## src/design/assert_macros.svh

```systemverilog
// Assertion macros used by the sort engine datapath.
`ifndef ASSERT_MACROS_SVH
`define ASSERT_MACROS_SVH

// Condition holds at every clock edge out of reset.
`define ASSERT_ALWAYS(label, expr) \
    label: assert property (@(posedge clk) disable iff (!rst_n) (expr)) \
        else $error("assertion failed");

// Consequent holds in the same cycle as the antecedent.
`define ASSERT_IMPLIES(label, ante, cons) \
    label: assert property (@(posedge clk) disable iff (!rst_n) (ante) |-> (cons)) \
        else $error("assertion failed");

`endif

```

## src/design/qsse_pkg.sv

```systemverilog
// Package: sizes, state and datapath op codes, and controller status for the sort engine.
`timescale 1ns / 1ps

package qsse_pkg;

    localparam int MAX_KEYS = 64;
    localparam int KEY_W    = 32;
    localparam int IDX_W    = (MAX_KEYS > 2) ? $clog2(MAX_KEYS) : 1;
    localparam int CNT_W    = IDX_W + 1;
    localparam int PTR_W    = IDX_W + 2;
    localparam int STK_W    = 2 * IDX_W;

    typedef logic signed [KEY_W-1:0] key_t;
    typedef logic [IDX_W-1:0]        idx_t;
    typedef logic [CNT_W-1:0]        cnt_t;
    typedef logic signed [PTR_W-1:0] ptr_t;
    typedef logic [STK_W-1:0]        stk_t;

    localparam cnt_t MAX_CNT   = CNT_W'(MAX_KEYS);
    localparam cnt_t STACK_CAP = CNT_W'(MAX_KEYS / 2);
    localparam cnt_t CNT_ONE   = CNT_W'(1);
    localparam cnt_t CNT_TWO   = CNT_W'(2);
    localparam ptr_t PTR_ONE   = PTR_W'(1);

    typedef enum logic [3:0] {
        S_IDLE,
        S_INIT,
        S_POP,
        S_RANGE,
        S_PIVOT,
        S_SCAN_I,
        S_SCAN_J,
        S_SWAP,
        S_PUSH_HI,
        S_PUSH_LO,
        S_EMIT_START,
        S_EMIT
    } state_t;

    typedef enum logic [3:0] {
        OP_NONE,
        OP_LOAD,
        OP_INIT,
        OP_POP,
        OP_RANGE,
        OP_PIVOT,
        OP_SCAN_I,
        OP_SCAN_J,
        OP_SWAP,
        OP_PUSH_HI,
        OP_PUSH_LO,
        OP_EMIT_START,
        OP_EMIT
    } dp_op_t;

    typedef struct packed {
        logic fill_lt2;
        logic sp_zero;
        logic range_bad;
        logic scan_i_go;
        logic scan_j_go;
        logic i_le_j;
        logic swap_more;
        logic emit_last;
    } status_t;

endpackage

```

## src/design/qsse_ram.sv

```systemverilog
// Generic single-write, single-read RAM with registered, write-first read.
`timescale 1ns / 1ps

module qsse_ram #(
    parameter int WIDTH = 32,
    parameter int DEPTH = 64
) (
    input  logic                                           clk,
    input  logic                                           we,
    input  logic [((DEPTH > 2) ? $clog2(DEPTH) : 1)-1:0]  waddr,
    input  logic [WIDTH-1:0]                               wdata,
    input  logic [((DEPTH > 2) ? $clog2(DEPTH) : 1)-1:0]  raddr,
    output logic [WIDTH-1:0]                               rdata
);

    logic [WIDTH-1:0] mem_reg [DEPTH];
    logic [WIDTH-1:0] rdata_reg;

    always_ff @(posedge clk)
    begin
        if (we)
        begin
            mem_reg[waddr] <= wdata;
        end
        if (we && (waddr == raddr))
        begin
            rdata_reg <= wdata;
        end
        else
        begin
            rdata_reg <= mem_reg[raddr];
        end
    end

    assign rdata = rdata_reg;

endmodule

```

## src/design/qsse_ctrl.sv

```systemverilog
// Controller: sequences load, quicksort partition steps and emit for the sort engine.
`timescale 1ns / 1ps

module qsse_ctrl (
    input  logic               clk,
    input  logic               rst_n,
    input  logic               start,
    input  logic               last,
    input  qsse_pkg::status_t  status,
    output qsse_pkg::dp_op_t   op,
    output logic               busy,
    output logic               strobe
);

    qsse_pkg::state_t state_reg;
    qsse_pkg::state_t state_next;

    always_ff @(posedge clk or negedge rst_n)
    begin
        if (!rst_n)
        begin
            state_reg <= qsse_pkg::S_IDLE;
        end
        else
        begin
            state_reg <= state_next;
        end
    end

    always_comb
    begin
        state_next = state_reg;
        case (state_reg)
            qsse_pkg::S_IDLE:
            begin
                if (start && last)
                begin
                    state_next = qsse_pkg::S_INIT;
                end
            end
            qsse_pkg::S_INIT:
            begin
                state_next = status.fill_lt2 ? qsse_pkg::S_EMIT_START : qsse_pkg::S_POP;
            end
            qsse_pkg::S_POP:
            begin
                state_next = status.sp_zero ? qsse_pkg::S_EMIT_START : qsse_pkg::S_RANGE;
            end
            qsse_pkg::S_RANGE:
            begin
                state_next = status.range_bad ? qsse_pkg::S_POP : qsse_pkg::S_PIVOT;
            end
            qsse_pkg::S_PIVOT:
            begin
                state_next = qsse_pkg::S_SCAN_I;
            end
            qsse_pkg::S_SCAN_I:
            begin
                state_next = status.scan_i_go ? qsse_pkg::S_SCAN_I : qsse_pkg::S_SCAN_J;
            end
            qsse_pkg::S_SCAN_J:
            begin
                if (status.scan_j_go)
                begin
                    state_next = qsse_pkg::S_SCAN_J;
                end
                else if (status.i_le_j)
                begin
                    state_next = qsse_pkg::S_SWAP;
                end
                else
                begin
                    state_next = qsse_pkg::S_PUSH_HI;
                end
            end
            qsse_pkg::S_SWAP:
            begin
                state_next = status.swap_more ? qsse_pkg::S_SCAN_I : qsse_pkg::S_PUSH_HI;
            end
            qsse_pkg::S_PUSH_HI:
            begin
                state_next = qsse_pkg::S_PUSH_LO;
            end
            qsse_pkg::S_PUSH_LO:
            begin
                state_next = qsse_pkg::S_POP;
            end
            qsse_pkg::S_EMIT_START:
            begin
                state_next = qsse_pkg::S_EMIT;
            end
            qsse_pkg::S_EMIT:
            begin
                if (status.emit_last)
                begin
                    state_next = qsse_pkg::S_IDLE;
                end
            end
            default:
            begin
                state_next = qsse_pkg::S_IDLE;
            end
        endcase
    end

    always_comb
    begin
        op     = qsse_pkg::OP_NONE;
        busy   = 1'b1;
        strobe = 1'b0;
        case (state_reg)
            qsse_pkg::S_IDLE:
            begin
                busy = 1'b0;
                op   = start ? qsse_pkg::OP_LOAD : qsse_pkg::OP_NONE;
            end
            qsse_pkg::S_INIT:       op = qsse_pkg::OP_INIT;
            qsse_pkg::S_POP:
            begin
                op = status.sp_zero ? qsse_pkg::OP_NONE : qsse_pkg::OP_POP;
            end
            qsse_pkg::S_RANGE:      op = qsse_pkg::OP_RANGE;
            qsse_pkg::S_PIVOT:      op = qsse_pkg::OP_PIVOT;
            qsse_pkg::S_SCAN_I:     op = qsse_pkg::OP_SCAN_I;
            qsse_pkg::S_SCAN_J:     op = qsse_pkg::OP_SCAN_J;
            qsse_pkg::S_SWAP:       op = qsse_pkg::OP_SWAP;
            qsse_pkg::S_PUSH_HI:    op = qsse_pkg::OP_PUSH_HI;
            qsse_pkg::S_PUSH_LO:    op = qsse_pkg::OP_PUSH_LO;
            qsse_pkg::S_EMIT_START: op = qsse_pkg::OP_EMIT_START;
            qsse_pkg::S_EMIT:
            begin
                op     = qsse_pkg::OP_EMIT;
                strobe = 1'b1;
            end
            default:
            begin
                op = qsse_pkg::OP_NONE;
            end
        endcase
    end

endmodule

```

## src/design/qsse_datapath.sv

```systemverilog
// Datapath: key store, range stack, partition indices and pivot of the sort engine.
`timescale 1ns / 1ps
`include "assert_macros.svh"

module qsse_datapath (
    input  logic                     clk,
    input  logic                     rst_n,
    input  qsse_pkg::dp_op_t         op,
    input  logic signed [31:0]       key,
    output qsse_pkg::status_t        status,
    output logic signed [31:0]       sorted_key,
    output logic                     end_of_batch,
    output logic                     overflow
);

    qsse_pkg::cnt_t fill_reg, fill_next;
    qsse_pkg::cnt_t sp_reg, sp_next;
    qsse_pkg::cnt_t k_reg, k_next;
    logic           dropped_reg, dropped_next;
    qsse_pkg::idx_t lo_reg, lo_next;
    qsse_pkg::idx_t hi_reg, hi_next;
    qsse_pkg::ptr_t i_reg, i_next;
    qsse_pkg::ptr_t j_reg, j_next;
    qsse_pkg::key_t pivot_reg, pivot_next;
    qsse_pkg::key_t ki_reg, ki_next;

    logic           key_we;
    qsse_pkg::idx_t key_waddr, key_raddr;
    qsse_pkg::key_t key_wdata, key_rdata;
    logic           stk_we;
    qsse_pkg::idx_t stk_waddr, stk_raddr;
    qsse_pkg::stk_t stk_wdata, stk_rdata;

    qsse_pkg::idx_t          stk_lo, stk_hi;
    logic [qsse_pkg::IDX_W:0] mid_sum;
    qsse_pkg::ptr_t          i_inc, j_dec, lo_ext, hi_ext;
    qsse_pkg::cnt_t          sp_dec, k_inc, fill_dec;

    qsse_ram #(.WIDTH(qsse_pkg::KEY_W), .DEPTH(qsse_pkg::MAX_KEYS)) u_key_ram (
        .clk   (clk),
        .we    (key_we),
        .waddr (key_waddr),
        .wdata (key_wdata),
        .raddr (key_raddr),
        .rdata (key_rdata)
    );

    qsse_ram #(.WIDTH(qsse_pkg::STK_W), .DEPTH(qsse_pkg::MAX_KEYS)) u_stack_ram (
        .clk   (clk),
        .we    (stk_we),
        .waddr (stk_waddr),
        .wdata (stk_wdata),
        .raddr (stk_raddr),
        .rdata (stk_rdata)
    );

    assign stk_lo   = stk_rdata[qsse_pkg::STK_W-1:qsse_pkg::IDX_W];
    assign stk_hi   = stk_rdata[qsse_pkg::IDX_W-1:0];
    assign mid_sum  = {1'b0, stk_lo} + {1'b0, stk_hi};
    assign i_inc    = i_reg + qsse_pkg::PTR_ONE;
    assign j_dec    = j_reg - qsse_pkg::PTR_ONE;
    assign lo_ext   = qsse_pkg::ptr_t'({2'b00, lo_reg});
    assign hi_ext   = qsse_pkg::ptr_t'({2'b00, hi_reg});
    assign sp_dec   = sp_reg - qsse_pkg::CNT_ONE;
    assign k_inc    = k_reg + qsse_pkg::CNT_ONE;
    assign fill_dec = fill_reg - qsse_pkg::CNT_ONE;

    always_comb
    begin
        status.fill_lt2  = fill_reg < qsse_pkg::CNT_TWO;
        status.sp_zero   = sp_reg == '0;
        status.range_bad = ({1'b0, stk_hi} >= fill_reg) || (stk_lo >= stk_hi);
        status.scan_i_go = (i_reg < hi_ext) && (key_rdata < pivot_reg);
        status.scan_j_go = (j_reg > lo_ext) && (pivot_reg < key_rdata);
        status.i_le_j    = i_reg <= j_reg;
        status.swap_more = i_inc <= j_dec;
        status.emit_last = k_reg == fill_dec;
    end

    always_ff @(posedge clk or negedge rst_n)
    begin
        if (!rst_n)
        begin
            fill_reg    <= '0;
            sp_reg      <= '0;
            k_reg       <= '0;
            dropped_reg <= 1'b0;
        end
        else
        begin
            fill_reg    <= fill_next;
            sp_reg      <= sp_next;
            k_reg       <= k_next;
            dropped_reg <= dropped_next;
        end
    end

    always_ff @(posedge clk)
    begin
        lo_reg    <= lo_next;
        hi_reg    <= hi_next;
        i_reg     <= i_next;
        j_reg     <= j_next;
        pivot_reg <= pivot_next;
        ki_reg    <= ki_next;
    end

    always_comb
    begin
        fill_next    = fill_reg;
        sp_next      = sp_reg;
        k_next       = k_reg;
        dropped_next = dropped_reg;
        lo_next      = lo_reg;
        hi_next      = hi_reg;
        i_next       = i_reg;
        j_next       = j_reg;
        pivot_next   = pivot_reg;
        ki_next      = ki_reg;
        key_we       = 1'b0;
        key_waddr    = fill_reg[qsse_pkg::IDX_W-1:0];
        key_wdata    = key;
        key_raddr    = '0;
        stk_we       = 1'b0;
        stk_waddr    = sp_reg[qsse_pkg::IDX_W-1:0];
        stk_wdata    = '0;
        stk_raddr    = sp_dec[qsse_pkg::IDX_W-1:0];
        case (op)
            qsse_pkg::OP_LOAD:
            begin
                if (fill_reg < qsse_pkg::MAX_CNT)
                begin
                    key_we    = 1'b1;
                    fill_next = fill_reg + qsse_pkg::CNT_ONE;
                end
                else
                begin
                    dropped_next = 1'b1;
                end
            end
            qsse_pkg::OP_INIT:
            begin
                sp_next = '0;
                if (!status.fill_lt2)
                begin
                    stk_we    = 1'b1;
                    stk_waddr = '0;
                    stk_wdata = {{qsse_pkg::IDX_W{1'b0}}, fill_dec[qsse_pkg::IDX_W-1:0]};
                    sp_next   = qsse_pkg::CNT_ONE;
                end
            end
            qsse_pkg::OP_POP:
            begin
                sp_next = sp_dec;
            end
            qsse_pkg::OP_RANGE:
            begin
                lo_next   = stk_lo;
                hi_next   = stk_hi;
                i_next    = qsse_pkg::ptr_t'({2'b00, stk_lo});
                j_next    = qsse_pkg::ptr_t'({2'b00, stk_hi});
                key_raddr = mid_sum[qsse_pkg::IDX_W:1];
            end
            qsse_pkg::OP_PIVOT:
            begin
                pivot_next = key_rdata;
                key_raddr  = i_reg[qsse_pkg::IDX_W-1:0];
            end
            qsse_pkg::OP_SCAN_I:
            begin
                if (status.scan_i_go)
                begin
                    i_next    = i_inc;
                    key_raddr = i_inc[qsse_pkg::IDX_W-1:0];
                end
                else
                begin
                    ki_next   = key_rdata;
                    key_raddr = j_reg[qsse_pkg::IDX_W-1:0];
                end
            end
            qsse_pkg::OP_SCAN_J:
            begin
                if (status.scan_j_go)
                begin
                    j_next    = j_dec;
                    key_raddr = j_dec[qsse_pkg::IDX_W-1:0];
                end
                else if (status.i_le_j)
                begin
                    key_we    = 1'b1;
                    key_waddr = i_reg[qsse_pkg::IDX_W-1:0];
                    key_wdata = key_rdata;
                end
            end
            qsse_pkg::OP_SWAP:
            begin
                // second half of the exchange; read of the next i sees it write-first
                key_we    = 1'b1;
                key_waddr = j_reg[qsse_pkg::IDX_W-1:0];
                key_wdata = ki_reg;
                i_next    = i_inc;
                j_next    = j_dec;
                key_raddr = i_inc[qsse_pkg::IDX_W-1:0];
            end
            qsse_pkg::OP_PUSH_HI:
            begin
                if ((i_reg < hi_ext) && (sp_reg < qsse_pkg::MAX_CNT))
                begin
                    stk_we    = 1'b1;
                    stk_wdata = {i_reg[qsse_pkg::IDX_W-1:0], hi_reg};
                    sp_next   = sp_reg + qsse_pkg::CNT_ONE;
                end
            end
            qsse_pkg::OP_PUSH_LO:
            begin
                if ((lo_ext < j_reg) && (sp_reg < qsse_pkg::MAX_CNT))
                begin
                    stk_we    = 1'b1;
                    stk_wdata = {lo_reg, j_reg[qsse_pkg::IDX_W-1:0]};
                    sp_next   = sp_reg + qsse_pkg::CNT_ONE;
                end
            end
            qsse_pkg::OP_EMIT_START:
            begin
                k_next    = '0;
                key_raddr = '0;
            end
            qsse_pkg::OP_EMIT:
            begin
                k_next    = k_inc;
                key_raddr = k_inc[qsse_pkg::IDX_W-1:0];
                if (status.emit_last)
                begin
                    fill_next    = '0;
                    sp_next      = '0;
                    dropped_next = 1'b0;
                end
            end
            default:
            begin
            end
        endcase
    end

    assign sorted_key   = key_rdata;
    assign end_of_batch = (op == qsse_pkg::OP_EMIT) && status.emit_last;
    assign overflow     = dropped_reg;

    `ASSERT_ALWAYS(a_fill_bound, fill_reg <= qsse_pkg::MAX_CNT)
    `ASSERT_ALWAYS(a_stack_bound, sp_reg <= qsse_pkg::STACK_CAP)
    `ASSERT_IMPLIES(a_scan_i_in_range, op == qsse_pkg::OP_SCAN_I, i_reg <= hi_ext)
    `ASSERT_IMPLIES(a_emit_in_batch, op == qsse_pkg::OP_EMIT, k_reg < fill_reg)

endmodule

```

## src/design/quicksort_sort_engine_unit.sv

```systemverilog
// Top level of the quicksort sort engine: controller plus datapath.
`timescale 1ns / 1ps
//
// Usage: drive key and last with start high; an item is taken at a clock edge
// where start is high and busy is low. While busy is low, keys load one per
// cycle into a 64-entry store; keys past capacity are dropped and overflow is
// set for the batch. The item with last set closes the batch and raises busy
// while the block sorts. Each partition step reads one key per cycle from the
// key RAM; each range popped off the range stack passes the pop, range and
// pivot steps before its scans and swaps, and a range that needs no work goes
// straight back to pop. The sorted keys then come out one per cycle on
// sorted_key, each marked by strobe for exactly one cycle, with end_of_batch
// on the last one and overflow held over the whole batch; busy drops the
// cycle after the final result.
// The receiver cannot stall: every strobed result is taken in its cycle.
// Reset returns the controller to idle and clears the fill count, stack depth
// and drop flag; RAM contents are not cleared.
//
module quicksort_sort_engine_unit (
    input  logic               clk,
    input  logic               rst_n,
    input  logic               start,
    output logic               busy,
    input  logic signed [31:0] key,
    input  logic               last,
    output logic               strobe,
    output logic signed [31:0] sorted_key,
    output logic               end_of_batch,
    output logic               overflow
);

    qsse_pkg::dp_op_t  op;
    qsse_pkg::status_t status;

    qsse_ctrl u_ctrl (
        .clk    (clk),
        .rst_n  (rst_n),
        .start  (start),
        .last   (last),
        .status (status),
        .op     (op),
        .busy   (busy),
        .strobe (strobe)
    );

    qsse_datapath u_datapath (
        .clk          (clk),
        .rst_n        (rst_n),
        .op           (op),
        .key          (key),
        .status       (status),
        .sorted_key   (sorted_key),
        .end_of_batch (end_of_batch),
        .overflow     (overflow)
    );

endmodule

```

## config.mk

```make
export PLATFORM = sky130hd
export DESIGN_NAME = quicksort_sort_engine_unit
export DESIGN_NICKNAME = d
export VERILOG_FILES = /design/src/design/qsse_pkg.sv /design/src/design/qsse_ram.sv /design/src/design/qsse_ctrl.sv /design/src/design/qsse_datapath.sv /design/src/design/quicksort_sort_engine_unit.sv
export VERILOG_INCLUDE_DIRS = /design/src /design/src/design
export SDC_FILE = /design/constraint.sdc
export NUM_CORES = 2
export LEC_CHECK = 0
export ABC_CLOCK_PERIOD_IN_PS = 9190
export BUFFER_PORTS_ARGS = -buffer_cell sky130_fd_sc_hd__buf_2
export CAP_MARGIN = 0
export CORE_AREA = 4 4 580 582
export CTS_CLUSTER_DIAMETER = 150
export DETAILED_ROUTE_END_ITERATION = 12
export DIE_AREA = 0 0 584 586
export GPL_TIMING_DRIVEN = 1
export PLACE_DENSITY = 0.48
export SYNTH_ARGS = -nofsm -noshare
export SYNTH_HDL_FRONTEND = slang
export SYNTH_SLANG_ARGS = --single-unit
```

## constraint.sdc

```tcl
create_clock -name clk -period 9.19 [get_ports clk]
set_input_delay 0 -clock clk [delete_from_list [all_inputs] [get_ports clk]]
set_output_delay 0 -clock clk [all_outputs]
set_load 0.02 [all_outputs]
```

==> impl_metrics.csv <==
group,metric,value,unit
final_layout,final_core_utilization,0.408,
timing,setup_ws,1.24,ns
clocking,cts_tree,"built",
route,final_antenna_net_count,0,
route,wl_per_cell,31.8,µm
setup_path,worst-setup-path-type,"flip-flop to flip-flop",
timing,fin_tns_setup,0,ns
place,place_congestion,0.833,
timing,finalWorstPathRequiredPeriod,7.95,ns
flow_run,max-cap-violations,0,
route,finalWirelength,322,mm
synth,netlist_instances,5017,
synth,post_synth_instance_area,116000,µm²
setup_path,cp_cell_sequence,"buf_12 > buf_4 > mux4_2 > mux4_2 > mux2i_1 > nor2_1 > a21oi_1 > ha_1 > nand4_1 > nor2_1 > a221o_1 > o31ai_2 > a41o_1 > a21boi_4 > buf_4 > a2111oi_2 > nand3_1 > buf_4 > nor2_4 > buf_4",
route,detailedRoute.firstPassIterationCount,5,
global_routing,first_pass_grt_wire_length,451,mm
timing,finalClockSkew,0.0854,ns
power_and_ir_drop,power.density,205,nW/µm²
timing,slew_headroom,0.0857,
final_layout,layoutNonFillerInstCount,10126,
setup_path,max_stage_delay,0.75,ns
final_layout,fin_nets,5610,
floorplanning,floorplan.initialDensity,0.350,
synth,netlist.area_leader.share,0.756,
global_routing,grt_start_max_net_pins,98,
place,post-dp-hpwl,197,mm
floorplanning,dieWidth,584,µm
timing,final.period_utilization,0.865,
route,routed_via_density,5.45,
synth,synth.lib_cells_used.distinct,78,
clocking,clk_pin_slew,0.06,ns
synth,synthesis.nets,5138,
clocking,post_cts_resize_count,0,
power_and_ir_drop,vdd_ir_drop_max,0.000134,V
clocking,clock_tree.root_cell,"sky130_fd_sc_hd__clkbuf_16",
clocking,htree_num_levels,5,
final_layout,drive_above_1_share,0.330,
power_and_ir_drop,power.total,27.6,mW
synth,ys_seq_elements,2946,
timing,fmaxAchievable,126,MHz
timing,tightestPinTransition,1.37,ns
place,count_of_port_buffers_added_during_placement,71,
clocking,number_of_buffers_added_for_setup_after_cts,0,
global_routing,grt_util_all_layers,0.186,
setup_path,required,9.65,ns
clocking,cts-buffers-inserted,324,
setup_path,timing.critical_path.arrival,8.41,ns
power_and_ir_drop,power.static_leakage,39.9,nW
setup_path,startpoint_type,"flip-flop",
synth,yosys_warnings,0,
setup_path,worstPathMaxFanout,32,
place,count_of_placed_standard_cells_including_taps,9510,
setup_path,r2r_setup_slack,1.24,ns
final_layout,most_common_cell_after_layout_fill_and_taps_aside,"sky130_fd_sc_hd__edfxtp_1",
synth,synth_enable_flop_cells,2908,
timing,report.final.hold_viol_count,0,
global_routing,grt_overflow,0,
route,drcViolationCount,0,
timing,setup_viol,0,
setup_path,worst_setup_end_kind,"flip-flop",
final_layout,most-common-layout-cells,"2,908 x sky130_fd_sc_hd__edfxtp_1, 919 x sky130_fd_sc_hd__mux4_2, 339 x sky130_fd_sc_hd__clkbuf_16, 222 x sky130_fd_sc_hd__buf_4, 140 x sky130_fd_sc_hd__nor2_1",
setup_path,critical-path-top-cell-by-count,"sky130_fd_sc_hd__buf_4",
synth,synth-async-reset-ratio,0.00883,
synth,synth-main-ff-cell,"sky130_fd_sc_hd__edfxtp_1",
final_layout,layout-area-overhead-vs-synth,16.7,%
clocking,clock_path_buffers,4,
hold_path,holdCritStartpoint,"key[23]",
global_routing,vias_in_the_first_global_route,55992,
synth,synth_top_cells_by_area,"sky130_fd_sc_hd__edfxtp_1 76%, sky130_fd_sc_hd__mux4_2 18%, sky130_fd_sc_hd__ha_1 0.91%",
synth,syn_avg_cell_area,23.0,µm²
floorplanning,die_area,342000,µm²
floorplanning,placeableCoreArea,330000,µm²
global_routing,initial_antenna_violation_count,33,
setup_path,timing.critical_path.slowest_stage_cell,"sky130_fd_sc_hd__dfxtp_4",
timing,number_of_slew_limit_violations_in_the_final_report,0,
route,dr_total_vias,55146,
clocking,clock_latency,0.91,ns
synth,synth_seq_area_share,0.764,
synth,post-synth-top-area-cell,"sky130_fd_sc_hd__edfxtp_1",
hold_path,hp-class,"primary input to flip-flop",
timing,grt_setup_unrepaired,"no",
route,drt-initial-drc-count,6281,
clocking,clock_sinks,2946,
floorplanning,std_cell_rows,211,
status,status,"finished, final reports clean",
floorplanning,die_h,586,µm
floorplanning,top_level_ports,72,
place,placement.setup.worst_slack,1.37,ns
final_layout,largest_register_ff_count,2048,
## synthesized netlist by cell type, types with 8 or more instances
library cell / count
sky130_fd_sc_hd__dfxtp_1: 12
sky130_fd_sc_hd__clkbuf_1: 145
sky130_fd_sc_hd__inv_1: 82
sky130_fd_sc_hd__xor2_1: 14
sky130_fd_sc_hd__nor2_1: 197
sky130_fd_sc_hd__a211oi_1: 8
sky130_fd_sc_hd__buf_2: 17
sky130_fd_sc_hd__mux2_2: 9
sky130_fd_sc_hd__a21o_1: 10
sky130_fd_sc_hd__nand2_1: 123
sky130_fd_sc_hd__dfrtp_1: 26
sky130_fd_sc_hd__nor3_1: 25
sky130_fd_sc_hd__and3_1: 10
sky130_fd_sc_hd__a22oi_1: 28
sky130_fd_sc_hd__buf_1: 82
sky130_fd_sc_hd__a22o_1: 8
sky130_fd_sc_hd__nand4_1: 21
sky130_fd_sc_hd__xnor2_1: 24
sky130_fd_sc_hd__edfxtp_1: 2908
sky130_fd_sc_hd__a21oi_1: 40
sky130_fd_sc_hd__mux4_2: 919
sky130_fd_sc_hd__nand3_1: 34
sky130_fd_sc_hd__a221o_1: 17
sky130_fd_sc_hd__ha_1: 84
sky130_fd_sc_hd__nor2b_1: 11
sky130_fd_sc_hd__o21ai_0: 43
## path summary, 6_finish.rpt
check                      depth (start not counted)                              endpoint
min in group asynchronous                          4                   u_ctrl.state_reg[3]
min                                                3  u_datapath.u_key_ram.mem_reg[14][23]
min reg2reg                                        1                   u_datapath.k_reg[6]
max reg2reg                                       20   u_datapath.u_key_ram.mem_reg[28][0]
max in group asynchronous                          4                  u_datapath.sp_reg[3]
max                                               20   u_datapath.u_key_ram.mem_reg[28][0]
## layer usage
layer	part of all wire	wire [µm]	vias to the layer above	track usage
met5	0.000084	27	-	0
met4	0.018	5690	4	0.0348
met3	0.060	19500	344	0.0308
met2	0.46	149000	1797	0.285
met1	0.46	147000	30532	0.282
li1	-	-	22469	-
## repair_timing
item,in CTS,in global routing
hold endpoints to repair,347,0
endpoints found under the setup margin,0,0
hold buffers,19,0
## report_power, final
group	internal, mW	switching (mW)
registers	14.7	0
clock network	7.44	5.25
logic	0.0326	0.185
## critical path, delay by kind of cell (launching register included)
kind	cells	cell delay (ns)
compound gates	6	2.29
buf+inv	5	1.78
mux	3	1.57
flops	1	0.75
simple gates	5	0.68
fa+ha+maj	1	0.36
## cells by family after synthesis
logic type      after synthesis  share of synthesized area
flops                      2946                      0.764
mux                         935                      0.181
simple gates                464                     0.0181
buf+inv                     327                     0.0108
compound gates              220                     0.0144
fa+ha+maj                    85                    0.00927
xor+xnor                     40                    0.00327
## per-stage QoR
stage | cell area, µm² | hold slack [ns]
after floorplan | 116000 | -0.296
after global placement | 124000 | 0.0729
after detailed placement | 124000 | 0.0729
after CTS | 135000 | 0.0165
after global routing | 135000 | 0.0840
final | 135000 | 0.0882
## area by class of cell
cell class,instances,area (µm²)
Fill cell,28672,195000
Sequential cell,2946,88200
Multi-Input combinational cell,1744,26700
Clock buffer,398,8710
Tap cell,4366,5460
Timing Repair Buffer,391,3800
Clock inverter,187,1620
Inverter,82,308
Antenna cell,12,30.0
Note: power is estimated with default switching activity, not from simulation.
